## config.mk

```make
export PLATFORM = sky130hd
export DESIGN_NAME = limit_order_batch_matcher_flat
export DESIGN_NICKNAME = d
export VERILOG_FILES = /design/src/rtl/core/lobm_pkg.sv /design/src/rtl/core/lobm_req_if.sv /design/src/rtl/core/lobm_res_if.sv /design/src/rtl/core/lobm_cell.sv /design/src/rtl/core/limit_order_batch_matcher.sv /design/src/flat_wrapper.sv
export SDC_FILE = /design/constraint.sdc
export NUM_CORES = 2
export LEC_CHECK = 0
export BUFFER_PORTS_ARGS = -buffer_cell sky130_fd_sc_hd__buf_2
export CORE_UTILIZATION = 64
export CTS_CLUSTER_DIAMETER = 150
export CTS_CLUSTER_SIZE = 24
export DETAILED_ROUTE_END_ITERATION = 6
export HOLD_SLACK_MARGIN = 0.03
export PLACE_DENSITY = 0.81
export SLEW_MARGIN = 10
export SYNTH_ARGS = -nofsm -noshare
export SYNTH_HDL_FRONTEND = slang
export SYNTH_SLANG_ARGS = --single-unit
export TNS_END_PERCENT = 1
```

## constraint.sdc

```tcl
create_clock -name i_clk -period 28.3 [get_ports i_clk]
set_clock_uncertainty 0.05 [all_clocks]
set_input_delay 2.83 -clock i_clk [delete_from_list [all_inputs] [get_ports i_clk]]
set_output_delay 2.83 -clock i_clk [all_outputs]
set_load 0.03 [all_outputs]
```

## src/rtl/core/lobm_pkg.sv

```systemverilog
// Package for the limit order batch matcher.
// Holds sizes, result codes and the order record carried by the cell ring.
// No dependencies.
package lobm_pkg;

    localparam int MAX_ORDERS  = 16;
    localparam int TAG_BITS    = 16;
    localparam int MAX_RESULTS = 16;

    localparam int TAG_W  = (TAG_BITS < 16) ? TAG_BITS : 16;
    localparam int ID_W   = (MAX_ORDERS > 1) ? $clog2(MAX_ORDERS) : 1;
    localparam int CNT_W  = $clog2(MAX_ORDERS + 1);
    localparam int NK_W   = $clog2(MAX_RESULTS);
    localparam int NK_MAX = MAX_RESULTS - 1;
    localparam int PRICE_W = 32;
    localparam int QTY_W   = 16;
    localparam int VOL_W   = 20;
    localparam int NOT_W   = 52;

    localparam logic REQ_LOAD  = 1'b0;
    localparam logic REQ_MATCH = 1'b1;

    localparam logic SIDE_SELL = 1'b0;
    localparam logic SIDE_BUY  = 1'b1;

    localparam logic [1:0] KIND_STATUS  = 2'd0;
    localparam logic [1:0] KIND_TRADE   = 2'd1;
    localparam logic [1:0] KIND_SUMMARY = 2'd2;

    localparam logic [1:0] ST_OK      = 2'd0;
    localparam logic [1:0] ST_INVALID = 2'd1;
    localparam logic [1:0] ST_FULL    = 2'd2;

    typedef struct packed {
        logic               valid;
        logic               side;
        logic [ID_W-1:0]    id;
        logic [TAG_W-1:0]   tag;
        logic [PRICE_W-1:0] price;
        logic [QTY_W-1:0]   rem;
    } t_order;

    typedef struct packed {
        logic             shift;
        logic             clear;
        logic             wb_en;
        logic [ID_W-1:0]  wb_id;
        logic [QTY_W-1:0] wb_rem;
    } t_cell_ctl;

endpackage

```

## src/rtl/core/lobm_req_if.sv

```systemverilog
// Request channel of the limit order batch matcher.
// Valid/ready handshake with the order payload. No dependencies.
interface lobm_req_if;
    logic        valid;
    logic        ready;
    logic        req_type;
    logic        side;
    logic [15:0] order_id;
    logic [31:0] price;
    logic [15:0] quantity;

    modport source (output valid, req_type, side, order_id, price, quantity, input ready);
    modport sink   (input valid, req_type, side, order_id, price, quantity, output ready);
endinterface

```

## src/rtl/core/lobm_res_if.sv

```systemverilog
// Result channel of the limit order batch matcher.
// Valid/ready handshake with status, trade and summary fields. No dependencies.
interface lobm_res_if;
    logic        valid;
    logic        ready;
    logic [1:0]  result_kind;
    logic [1:0]  status;
    logic [15:0] buy_order_id;
    logic [31:0] trade_price;
    logic [15:0] trade_quantity;
    logic [19:0] total_volume;
    logic [51:0] total_notional;
    logic        last;

    modport source (output valid, result_kind, status, buy_order_id, trade_price,
                    trade_quantity, total_volume, total_notional, last, input ready);
    modport sink   (input valid, result_kind, status, buy_order_id, trade_price,
                    trade_quantity, total_volume, total_notional, last, output ready);
endinterface

```

## src/rtl/core/lobm_cell.sv

```systemverilog
// One slot of the order ring: holds a single order record.
// Shifts from its neighbor, clears, or takes a remainder write-back. Uses lobm_pkg.
module lobm_cell (
    input  logic               i_clk,
    input  logic               i_rst_n,
    input  lobm_pkg::t_cell_ctl i_ctl,
    input  lobm_pkg::t_order   i_d,
    output lobm_pkg::t_order   o_q
);
    import lobm_pkg::*;

    t_order r_q;

    always_ff @(posedge i_clk) begin
        if (!i_rst_n || i_ctl.clear) begin
            r_q.valid <= 1'b0;
        end else if (i_ctl.shift) begin
            r_q <= i_d;
        end else if (i_ctl.wb_en && r_q.valid && r_q.id == i_ctl.wb_id) begin
            r_q.rem <= i_ctl.wb_rem;
        end
    end

    assign o_q = r_q;
endmodule

```

## src/rtl/core/limit_order_batch_matcher.sv

```systemverilog
// Limit order batch matcher: a load's status item comes out on the next cycle.
// A match rotates the order ring past one head cell; each search step is a full pass:
// find a buy level, find a crossing sell level, pick a buy at it, fill that buy from
// the sells at the level, write back, then give the summary. Result-side stalls hold it.
// Synchronous active-low reset empties the book and clears both sums.
module limit_order_batch_matcher (
    input  logic        i_clk,
    input  logic        i_rst_n,
    lobm_req_if.sink    i_req,
    lobm_res_if.source  o_res
);
    import lobm_pkg::*;

    typedef enum logic [2:0] {
        S_IDLE, S_FIND_BP, S_FIND_SP, S_FIND_BUY, S_SELL, S_WB, S_SUM
    } t_state;

    t_state r_state;

    t_order    w_cell [MAX_ORDERS];
    t_order    w_new;
    t_order    w_fb;
    t_cell_ctl w_ctl;

    logic [ID_W-1:0]    r_cnt;
    logic [CNT_W-1:0]   r_count;
    logic [PRICE_W-1:0] r_bp;
    logic               r_have_bp;
    logic [PRICE_W-1:0] r_sp;
    logic               r_have_sp;
    logic [PRICE_W-1:0] r_best;
    logic               r_found;
    logic [ID_W-1:0]    r_cur_id;
    logic               r_first_buy;
    logic [TAG_W-1:0]   r_cur_tag;
    logic [QTY_W-1:0]   r_cur_rem;
    logic [NK_W-1:0]    r_nk;
    logic [VOL_W-1:0]   r_vol;
    logic [NOT_W-1:0]   r_not;
    logic               r_mq_v;
    logic [QTY_W-1:0]   r_mq;
    logic [PRICE_W-1:0] r_mp;
    logic               r_prod_v;
    logic [PRICE_W+QTY_W-1:0] r_prod;

    logic               r_out_valid;
    logic [1:0]         r_o_kind;
    logic [1:0]         r_o_status;
    logic [15:0]        r_o_tag;
    logic [PRICE_W-1:0] r_o_price;
    logic [QTY_W-1:0]   r_o_qty;
    logic [VOL_W-1:0]   r_o_vol;
    logic [NOT_W-1:0]   r_o_not;
    logic               r_o_last;

    t_order             w_head;
    logic               w_can_emit;
    logic               w_ready;
    logic               w_accept;
    logic               w_bad;
    logic               w_push;
    logic               w_rot_active;
    logic               w_sell_hit;
    logic               w_need_emit;
    logic               w_rotate;
    logic               w_pass_end;
    logic [QTY_W-1:0]   w_q;
    logic               w_bp_hit;
    logic               w_sp_hit;
    logic               w_buy_hit;

    assign w_head       = w_cell[0];
    assign w_can_emit   = !r_out_valid || o_res.ready;
    assign w_ready      = (r_state == S_IDLE) && w_can_emit;
    assign w_accept     = i_req.valid && w_ready;
    assign w_bad        = (i_req.price == '0) || (i_req.quantity == '0);
    assign w_push       = w_accept && (i_req.req_type == REQ_LOAD) && !w_bad
                          && (r_count < CNT_W'(MAX_ORDERS));
    assign w_rot_active = (r_state == S_FIND_BP) || (r_state == S_FIND_SP)
                          || (r_state == S_FIND_BUY) || (r_state == S_SELL);
    assign w_sell_hit   = (r_state == S_SELL) && w_head.valid && (w_head.side == SIDE_SELL)
                          && (w_head.price == r_sp) && (w_head.rem != '0)
                          && (r_cur_rem != '0);
    assign w_q          = (r_cur_rem < w_head.rem) ? r_cur_rem : w_head.rem;
    assign w_need_emit  = w_sell_hit && (r_nk < NK_W'(NK_MAX));
    assign w_rotate     = w_rot_active && !(w_need_emit && !w_can_emit);
    assign w_pass_end   = w_rotate && (r_cnt == ID_W'(MAX_ORDERS - 1));

    assign w_bp_hit  = w_head.valid && (w_head.side == SIDE_BUY)
                       && (!r_have_bp || w_head.price < r_bp)
                       && (!r_found || w_head.price > r_best);
    assign w_sp_hit  = w_head.valid && (w_head.side == SIDE_SELL) && (w_head.price <= r_bp)
                       && (!r_have_sp || w_head.price > r_sp)
                       && (!r_found || w_head.price < r_best);
    assign w_buy_hit = !r_found && w_head.valid && (w_head.side == SIDE_BUY)
                       && (w_head.price == r_bp) && (w_head.rem != '0)
                       && (r_first_buy || w_head.id < r_cur_id);

    always_comb begin
        w_new.valid = 1'b1;
        w_new.side  = i_req.side;
        w_new.id    = r_count[ID_W-1:0];
        w_new.tag   = i_req.order_id[TAG_W-1:0];
        w_new.price = i_req.price;
        w_new.rem   = i_req.quantity;
        w_fb        = w_head;
        if (w_sell_hit) begin
            w_fb.rem = w_head.rem - w_q;
        end
        w_ctl.shift  = w_push || w_rotate;
        w_ctl.clear  = (r_state == S_SUM) && w_can_emit;
        w_ctl.wb_en  = (r_state == S_WB);
        w_ctl.wb_id  = r_cur_id;
        w_ctl.wb_rem = r_cur_rem;
    end

    for (genvar k = 0; k < MAX_ORDERS; k++) begin : g_cell
        t_order w_d;
        if (k == 0) begin : g_first
            assign w_d = w_push ? w_new : w_cell[1];
        end else if (k == MAX_ORDERS - 1) begin : g_last
            assign w_d = w_push ? w_cell[k-1] : w_fb;
        end else begin : g_mid
            assign w_d = w_push ? w_cell[k-1] : w_cell[k+1];
        end
        lobm_cell u_cell (
            .i_clk   (i_clk),
            .i_rst_n (i_rst_n),
            .i_ctl   (w_ctl),
            .i_d     (w_d),
            .o_q     (w_cell[k])
        );
    end

    always_ff @(posedge i_clk) begin
        if (!i_rst_n) begin
            r_state     <= S_IDLE;
            r_cnt       <= '0;
            r_count     <= '0;
            r_have_bp   <= 1'b0;
            r_have_sp   <= 1'b0;
            r_found     <= 1'b0;
            r_first_buy <= 1'b1;
            r_nk        <= '0;
            r_vol       <= '0;
            r_not       <= '0;
            r_mq_v      <= 1'b0;
            r_prod_v    <= 1'b0;
            r_out_valid <= 1'b0;
        end else begin
            if (w_can_emit) begin
                r_out_valid <= 1'b0;
            end
            if (w_rotate) begin
                r_cnt <= w_pass_end ? '0 : r_cnt + 1'b1;
            end

            r_mq_v   <= w_sell_hit && w_rotate;
            r_prod_v <= r_mq_v;
            r_prod   <= r_mp * r_mq;
            if (r_prod_v) begin
                r_not <= r_not + NOT_W'(r_prod);
            end

            unique case (r_state)
                S_IDLE: begin
                    if (w_accept) begin
                        if (i_req.req_type == REQ_MATCH) begin
                            r_state   <= S_FIND_BP;
                            r_cnt     <= '0;
                            r_have_bp <= 1'b0;
                            r_found   <= 1'b0;
                            r_nk      <= '0;
                        end else begin
                            r_out_valid <= 1'b1;
                            r_o_kind    <= KIND_STATUS;
                            r_o_status  <= w_bad ? ST_INVALID
                                           : (w_push ? ST_OK : ST_FULL);
                            r_o_tag     <= '0;
                            r_o_price   <= '0;
                            r_o_qty     <= '0;
                            r_o_vol     <= '0;
                            r_o_not     <= '0;
                            r_o_last    <= 1'b1;
                            if (w_push) begin
                                r_count <= r_count + 1'b1;
                            end
                        end
                    end
                end
                S_FIND_BP: begin
                    if (w_bp_hit) begin
                        r_best  <= w_head.price;
                        r_found <= 1'b1;
                    end
                    if (w_pass_end) begin
                        r_found <= 1'b0;
                        if (r_found || w_bp_hit) begin
                            r_bp      <= w_bp_hit ? w_head.price : r_best;
                            r_have_bp <= 1'b1;
                            r_have_sp <= 1'b0;
                            r_state   <= S_FIND_SP;
                        end else begin
                            r_state <= S_SUM;
                        end
                    end
                end
                S_FIND_SP: begin
                    if (w_sp_hit) begin
                        r_best  <= w_head.price;
                        r_found <= 1'b1;
                    end
                    if (w_pass_end) begin
                        r_found <= 1'b0;
                        if (r_found || w_sp_hit) begin
                            r_sp        <= w_sp_hit ? w_head.price : r_best;
                            r_have_sp   <= 1'b1;
                            r_first_buy <= 1'b1;
                            r_state     <= S_FIND_BUY;
                        end else begin
                            r_state <= S_FIND_BP;
                        end
                    end
                end
                S_FIND_BUY: begin
                    if (w_buy_hit) begin
                        r_cur_id  <= w_head.id;
                        r_cur_tag <= w_head.tag;
                        r_cur_rem <= w_head.rem;
                        r_found   <= 1'b1;
                    end
                    if (w_pass_end) begin
                        r_found <= 1'b0;
                        if (r_found || w_buy_hit) begin
                            r_first_buy <= 1'b0;
                            r_state     <= S_SELL;
                        end else begin
                            r_state <= S_FIND_SP;
                        end
                    end
                end
                S_SELL: begin
                    if (w_sell_hit && w_rotate) begin
                        r_cur_rem <= r_cur_rem - w_q;
                        r_vol     <= r_vol + VOL_W'(w_q);
                        r_mq      <= w_q;
                        r_mp      <= r_sp;
                        if (w_need_emit) begin
                            r_nk        <= r_nk + 1'b1;
                            r_out_valid <= 1'b1;
                            r_o_kind    <= KIND_TRADE;
                            r_o_status  <= ST_OK;
                            r_o_tag     <= 16'(r_cur_tag);
                            r_o_price   <= r_sp;
                            r_o_qty     <= w_q;
                            r_o_vol     <= '0;
                            r_o_not     <= '0;
                            r_o_last    <= 1'b0;
                        end
                    end
                    if (w_pass_end) begin
                        r_state <= S_WB;
                    end
                end
                S_WB: begin
                    r_found <= 1'b0;
                    r_state <= S_FIND_BUY;
                end
                S_SUM: begin
                    if (w_can_emit) begin
                        r_out_valid <= 1'b1;
                        r_o_kind    <= KIND_SUMMARY;
                        r_o_status  <= ST_OK;
                        r_o_tag     <= '0;
                        r_o_price   <= '0;
                        r_o_qty     <= '0;
                        r_o_vol     <= r_vol;
                        r_o_not     <= r_not;
                        r_o_last    <= 1'b1;
                        r_count     <= '0;
                        r_vol       <= '0;
                        r_not       <= '0;
                        r_state     <= S_IDLE;
                    end
                end
                default: r_state <= S_IDLE;
            endcase
        end
    end

    assign i_req.ready          = w_ready;
    assign o_res.valid          = r_out_valid;
    assign o_res.result_kind    = r_o_kind;
    assign o_res.status         = r_o_status;
    assign o_res.buy_order_id   = r_o_tag;
    assign o_res.trade_price    = r_o_price;
    assign o_res.trade_quantity = r_o_qty;
    assign o_res.total_volume   = r_o_vol;
    assign o_res.total_notional = r_o_not;
    assign o_res.last           = r_o_last;
endmodule

```

## src/flat_wrapper.sv

```systemverilog
// flat-port wrapper written by rule: the top's interface ports become plain ports
module limit_order_batch_matcher_flat import lobm_pkg::*;
  (i_clk, i_rst_n, i_req_valid, i_req_req_type, i_req_side, i_req_order_id, i_req_price, i_req_quantity, i_req_ready, o_res_valid, o_res_result_kind, o_res_status, o_res_buy_order_id, o_res_trade_price, o_res_trade_quantity, o_res_total_volume, o_res_total_notional, o_res_last, o_res_ready);
  lobm_req_if i_req_i ();
  lobm_res_if o_res_i ();
  input  logic i_clk;
  input  logic i_rst_n;
  input wire logic [$bits(i_req_i.valid)-1:0] i_req_valid;
  input wire logic [$bits(i_req_i.req_type)-1:0] i_req_req_type;
  input wire logic [$bits(i_req_i.side)-1:0] i_req_side;
  input wire logic [$bits(i_req_i.order_id)-1:0] i_req_order_id;
  input wire logic [$bits(i_req_i.price)-1:0] i_req_price;
  input wire logic [$bits(i_req_i.quantity)-1:0] i_req_quantity;
  output wire logic [$bits(i_req_i.ready)-1:0] i_req_ready;
  output wire logic [$bits(o_res_i.valid)-1:0] o_res_valid;
  output wire logic [$bits(o_res_i.result_kind)-1:0] o_res_result_kind;
  output wire logic [$bits(o_res_i.status)-1:0] o_res_status;
  output wire logic [$bits(o_res_i.buy_order_id)-1:0] o_res_buy_order_id;
  output wire logic [$bits(o_res_i.trade_price)-1:0] o_res_trade_price;
  output wire logic [$bits(o_res_i.trade_quantity)-1:0] o_res_trade_quantity;
  output wire logic [$bits(o_res_i.total_volume)-1:0] o_res_total_volume;
  output wire logic [$bits(o_res_i.total_notional)-1:0] o_res_total_notional;
  output wire logic [$bits(o_res_i.last)-1:0] o_res_last;
  input wire logic [$bits(o_res_i.ready)-1:0] o_res_ready;
  assign i_req_i.valid = i_req_valid;
  assign i_req_i.req_type = i_req_req_type;
  assign i_req_i.side = i_req_side;
  assign i_req_i.order_id = i_req_order_id;
  assign i_req_i.price = i_req_price;
  assign i_req_i.quantity = i_req_quantity;
  assign i_req_ready = i_req_i.ready;
  assign o_res_valid = o_res_i.valid;
  assign o_res_result_kind = o_res_i.result_kind;
  assign o_res_status = o_res_i.status;
  assign o_res_buy_order_id = o_res_i.buy_order_id;
  assign o_res_trade_price = o_res_i.trade_price;
  assign o_res_trade_quantity = o_res_i.trade_quantity;
  assign o_res_total_volume = o_res_i.total_volume;
  assign o_res_total_notional = o_res_i.total_notional;
  assign o_res_last = o_res_i.last;
  assign o_res_i.ready = o_res_ready;
  limit_order_batch_matcher u_core (.i_clk(i_clk), .i_rst_n(i_rst_n), .i_req(i_req_i), .o_res(o_res_i));
endmodule
```

=== Yosys cells after proc, flatten, opt, wreduce, memory -nomap -nowiden ===
Cells that the tools add are included.

* Register bits: 1584
* Bits of input ports: 70
* Output and inout bits: 143
* Word-level logic and storage cells: 496

* $add $sub $neg: 7
* Multiply operators: 1
* Magnitude comparators: 9
* Equal/unequal tests: 43
* Muxes and demuxes: 162
* Bitwise operators: 3
* Reductions and logical operators: 145

{| class="wikitable"
|+ Operators by type and width
! cell !! count
|-
| 70-bit two-way mux || 16
|-
| 16-bit two-way mux || 43
|-
| 52-bit two-way mux || 8
|-
| 32-bit two-way mux || 7
|-
| 52-bit one-hot mux with 3 select lines || 1
|-
| 20-bit two-way mux || 7
|-
| 16-bit one-hot mux with 3 select lines || 2
|-
| 32-bit one-hot mux with 3 select lines || 1
|-
| 32-bit equality test || 2
|-
| 4-bit equality test || 16
|-
| 32-bit greater-than comparator || 2
|-
| 32-bit < comparator || 2
|-
| 32-bit one-hot mux with 2 select lines || 1
|-
| 1-bit logical AND || 60
|-
| 20-bit one-hot mux with 3 select lines || 1
|-
| 52-bit by 48-bit adder with 52-bit output || 1
|-
| 32-bit by 16-bit multiplier with 48-bit output || 1
|-
| 2-bit nonzero test || 23
|-
| 20-bit one-hot mux with 2 select lines || 1
|-
| 4-bit two-way mux || 9
|-
| 2-bit AND reduction || 18
|-
| 32-bit less-or-equal comparator || 1
|-
| 32-bit logical NOT || 1
|-
| 16-bit one-hot mux with 2 select lines || 1
|-
| other kinds (39) || 145
|}

=== Depth between registers and ports, before layout ===
* Depth in word-level cells: 16
* Gate-level depth with buffers: 25
* Gate-level depth less buffers: 24

=== By module ===
Synthesis repeated with hierarchy kept, for this count alone.

* Cells, all modules: 7026
* Area, all modules: 92849.0 µm²

{| class="wikitable"
|+ Modules (own cells, without submodules)
! module !! instances !! cells an instance !! area an instance (µm²) !! sequential area each (µm²)
|-
| limit_order_batch_matcher || 1 || 5442 || 54051.8 || 12982.5
|-
| lobm_cell || 16 || 99 || 2424.8 || 2092.0
|}

=== Worst setup path before layout ===
No wires, ideal clock.

* Kind: input to register
* Start point: input o_res_ready
* End point: register u_core.g_cell[0].u_cell.r_q, in the netlist u_core.g_cell[0].u_cell.o_q[16] (enable)
* Library setup time: 1.191 ns
* Data arrival time: 20.897 ns
* Required time: 27.059 ns
* Slack: 6.163 ns
* Stages: 11
* Path buffers: 5
* Path through: nand2b_1 -> nand3b_1 -> nor3_1 -> nor2b_1 -> buf_2 -> buf_2 -> buf_4 -> buf_2 -> o21ai_1 -> buf_2 -> inv_1

* Word-level cells in the longest chain between the ends: 8
* Elaborated cells on any way between the ends: 15
* Classes of those cells: 1 x bitwise; 14 x reduce/logical

{| class="wikitable"
|+ RTL lines
! item !! line !! source
|-
| from (decl) || flat_wrapper.sv:24 || <nowiki>input wire logic [$bits(o_res_i.ready)-1:0] o_res_ready;</nowiki>
|-
| 1-bit logical OR (*) || limit_order_batch_matcher.sv:73 || <nowiki>assign w_can_emit = !r_out_valid || o_res.ready;</nowiki>
|-
| 1-bit logical AND || limit_order_batch_matcher.sv:74 || <nowiki>assign w_ready = (r_state == S_IDLE) && w_can_emit;</nowiki>
|-
| 1-bit logical AND || limit_order_batch_matcher.sv:75 || <nowiki>assign w_accept = i_req.valid && w_ready;</nowiki>
|-
| 1-bit logical AND (2 in series) || limit_order_batch_matcher.sv:77 || <nowiki>assign w_push = w_accept && (i_req.req_type == REQ_LOAD) && !w_bad</nowiki>
|-
| 1-bit logical AND || limit_order_batch_matcher.sv:78 || <nowiki>&& (r_count < CNT_W'(MAX_ORDERS));</nowiki>
|-
| 1-bit logical OR || limit_order_batch_matcher.sv:110 || <nowiki>w_ctl.shift = w_push || w_rotate;</nowiki>
|-
| 2-bit AND reduction (no line) (*) || -- ||
|-
| to (signal assigned) || lobm_cell.sv:18 || <nowiki>r_q <= i_d;</nowiki>
|-
| to (decl) || lobm_cell.sv:12 || <nowiki>t_order r_q;</nowiki>
|}

Mark *: on every way between the ends. The rest lies on a longest branch, timed or not.
A chain may end at the register's enable or synchronous reset.

==> impl_results.md <==
* Initial DRC Count at 6927
* Slowest-stage cell, CP: nor4_1
* Final setup vio count at 0
* Die height at 378 microns
* CP most frequent cell: buf_4
* R2R cell count at 21
* Post-route ant nets at 0
* Worst path arrival time at 9180 ps
* Largest net degree at the start of global routing at 272
* Nets@finish at 9698
* Net count after synthesis at 9821
* Hold Startpoint: u_core.r_mq_v
* H-tree levels at 3
* Yosys reg bits at 1584
* Crit path capture type: flip-flop
* Prevailing post-synth register cell: edfxtp_1
* GPL Wtd Cong at 0.919
* Total Power at 4.48 mW
* Count leader, synth: nand2_1
* Mapped Area at 90300 sq um
* Synth warn at 0
* Worst Setup SP: i_req_price[5]
* Slew margin rel. at 0.151
* Power per cell area at 47.3 nW/um^2
* Dominant cell type by area after synthesis: edfxtp_1
* Fin crit share at 0.306
* # rows at 137
* TritonCTS Buffers at 77
* Area contributors post-synth: edfxtp_1 (49%), nand2_1 (13%), fa_1 (9.4%)
* Leakage power at 40.0 nW
* Yosys cell types at 92
* Post-synth top area share at 0.490
* Tightest Pin Transition at 1270 ps
* Die W at 378 microns
* Reg clk slew, reported paths at 90 ps
* Status: completed
* Final-report max-slew violation count at 0
* Routed WL at 206000 microns
* Routed WL per cell at 19.1 microns
* Global-route wire length before repair at 328000 microns
* Post-CTS Hold Buffers at 0
* RSZ-0062 raised after global routing: no
* Vias in the first global route at 61900
* IO buf count at 212
* Post-DR vias/cell at 5.91
* MaxCap Viol Count at 0
* Initial antenna violation count at 3
* CP Data Required Time at 28820 ps
* Synth-to-layout area growth at 4.82%
* WS Path Type: primary input to flip-flop
* Synth top cells by count: nand2_1 (3243), edfxtp_1 (1473), inv_1 (589)
* Flop-to-flop setup slack at 21050 ps
* DRC Markers at 0
* Sink Count at 1584
* Max clock buf depth at 3
* Initial core utilization at 0.647
* Worst path cell trace: buf_2, nor4_1, nand4_1, o21ai_0, buf_4, nand2b_4, buf_4, buf_4, buf_12, buf_4, nand2_1, nand2_1
* Via count at 63800
* Final Hold Fails at 0
* FF-to-FF End: u_core.r_prod[47]
* Ys async rst share at 0
* Layout cells sized above 1 at 0.0589
* Avg Cell Area, Syn at 10.0 sq um
* Worst min-delay path category: flip-flop to flip-flop
* CTS tree: yes
* Post-CTS sizing at 0
* Max stage delay on crit path at 960 ps
* Root Driver: clkbuf_16
* Die ar. at 143000 sq um
* Post CTS Setup Buffer Count at 0
* Ports at 213
* GRT Residual Overflow at 0
* End point of the critical path: u_core.g_cell[9].u_cell.o_q[24]
* Mapped Cells at 8997
* Reg2reg start: u_core.r_mp[12]
* Number of flops mapped to enable cells by yosys at 1473
* Core area at 140000 sq um
* Peak VDD IR at 0.0535 mV
* Sequential fraction of the synthesis area at 0.514
* Drt pass-1 iters at 6
* Post-Route Setup TNS at 0 ps
* Worst-skew pair later-pin latency at 750 ps
* DP HPWL at 139000 microns
* Max Clk Rate at 116 MHz
* Critical Path Fanout Max at 271
* CP startpoint kind: primary input
* Gr usage total at 0.288
* Fin crit period at 8650 ps
## worst max-delay path, delay by kind of cell
family	cells	cell delay, ps
AND/OR/NAND/NOR	5	1960
buffers and inverters	6	3650
AO/OA/AOI/OAI	1	270
## flip-flops by register name, summed over array words and instances, names as in the netlist, 20 cells and up
name / count
u_core.r_vol: 20
u_core.g_cell.u_cell.o_q: 1120
u_core.r_not: 52
u_core.o_res.total_notional: 52
u_core.r_mp: 32
u_core.r_sp: 32
u_core.r_prod: 48
u_core.o_res.trade_price: 32
u_core.o_res.total_volume: 20
u_core.r_bp: 32
u_core.r_best: 32
## cell families after synthesis
group | after synthesis | share of synthesized area
muxes | 134 | 0.0175
xor gates and xnor gates | 186 | 0.0180
and+or+nand+nor | 4114 | 0.189
adders and majority gates | 754 | 0.140
AOI/OAI and AO/OA | 1143 | 0.0742
buffers and inverters | 1082 | 0.0478
DFF | 1584 | 0.514
## stage by stage
stage | instance area (sq um) | hold slack, ps | instances | utilization | setup WS [ps]
3_3_place_gp | 92400 | 370 | 10700 | 0.661 | 18320
4_1_cts | 94700 | 394 | 10800 | 0.678 | 19810
5_1_grt | 94700 | 399 | 10800 | 0.678 | 19290
6_report | 94700 | 394 | 10800 | 0.678 | 19650
3_5_place_dp | 92400 | 370 | 10700 | 0.661 | 19050
2_1_floorplan | 90300 | 362 | 8997 | - | 6160
## report_power, final
group / switching [mW] / leakage [nW] / internal (mW)
clock network: 0.750 / 1.08 / 0.523
registers: 0.0702 / 14.6 / 2.71
logic: 0.293 / 24.4 / 0.129
## placed cells by master (no fill, tap or decap), types with 13 or more instances in the layout
cell type / Yosys / final
mux2_4: 29 / 29
or3_1: 14 / 14
clkbuf_1: 352 / 31
nor2b_1: 38 / 36
inv_1: 589 / 588
and2_1: 258 / 257
a22oi_1: 13 / 13
o21bai_1: 22 / 22
buf_4: 1 / 76
nor4_1: 39 / 38
o211ai_1: 14 / 14
nand2_1: 3243 / 3242
nor2_1: 221 / 220
mux2_2: 66 / 66
dfxtp_1: 111 / 109
o21ai_0: 353 / 352
nor3_1: 30 / 30
a21oi_1: 422 / 421
a211oi_1: 42 / 42
o21a_1: 25 / 24
a31oi_1: 16 / 16
xor2_1: 91 / 91
clkbuf_16: 0 / 77
nand3_1: 70 / 70
ha_1: 332 / 332
fa_1: 422 / 422
and3_1: 84 / 84
buf_2: 123 / 211
nand4_1: 45 / 45
a21boi_0: 13 / 13
a21o_1: 96 / 96
o21ai_1: 25 / 24
mux2i_1: 38 / 38
nand2b_1: 25 / 24
a311oi_1: 16 / 16
xnor2_1: 95 / 95
edfxtp_1: 1473 / 1473
## layer usage
metal / up-vias / track usage / share of wire
met5: - / 0 / 0
li1: 29600 / - / -
met4: 0 / 0.0835 / 0.025
met3: 358 / 0.0454 / 0.084
met1: 31200 / 0.410 / 0.42
met2: 2633 / 0.460 / 0.47
## final cells by class
cell class	instances	area [sq um]
sequential	1584	46500
fill	10300	45000
multi-input combinational	6331	39700
tap	1876	2350
inverter	589	2220
clock buffer	108	2040
timing repair buffer	291	1710
clock inverter	11	233
antenna	1	2.50
## worst min-delay path by stage
stage                      endpoint  cells after the start
floorplan           u_core.r_prod_v                      1
global placement    u_core.r_prod_v                      1
detailed placement  u_core.r_prod_v                      1
CTS                 u_core.r_prod_v                      1
global route        u_core.r_prod_v                      1
finish              u_core.r_prod_v                      1
(Power assumes the default switching activity.)
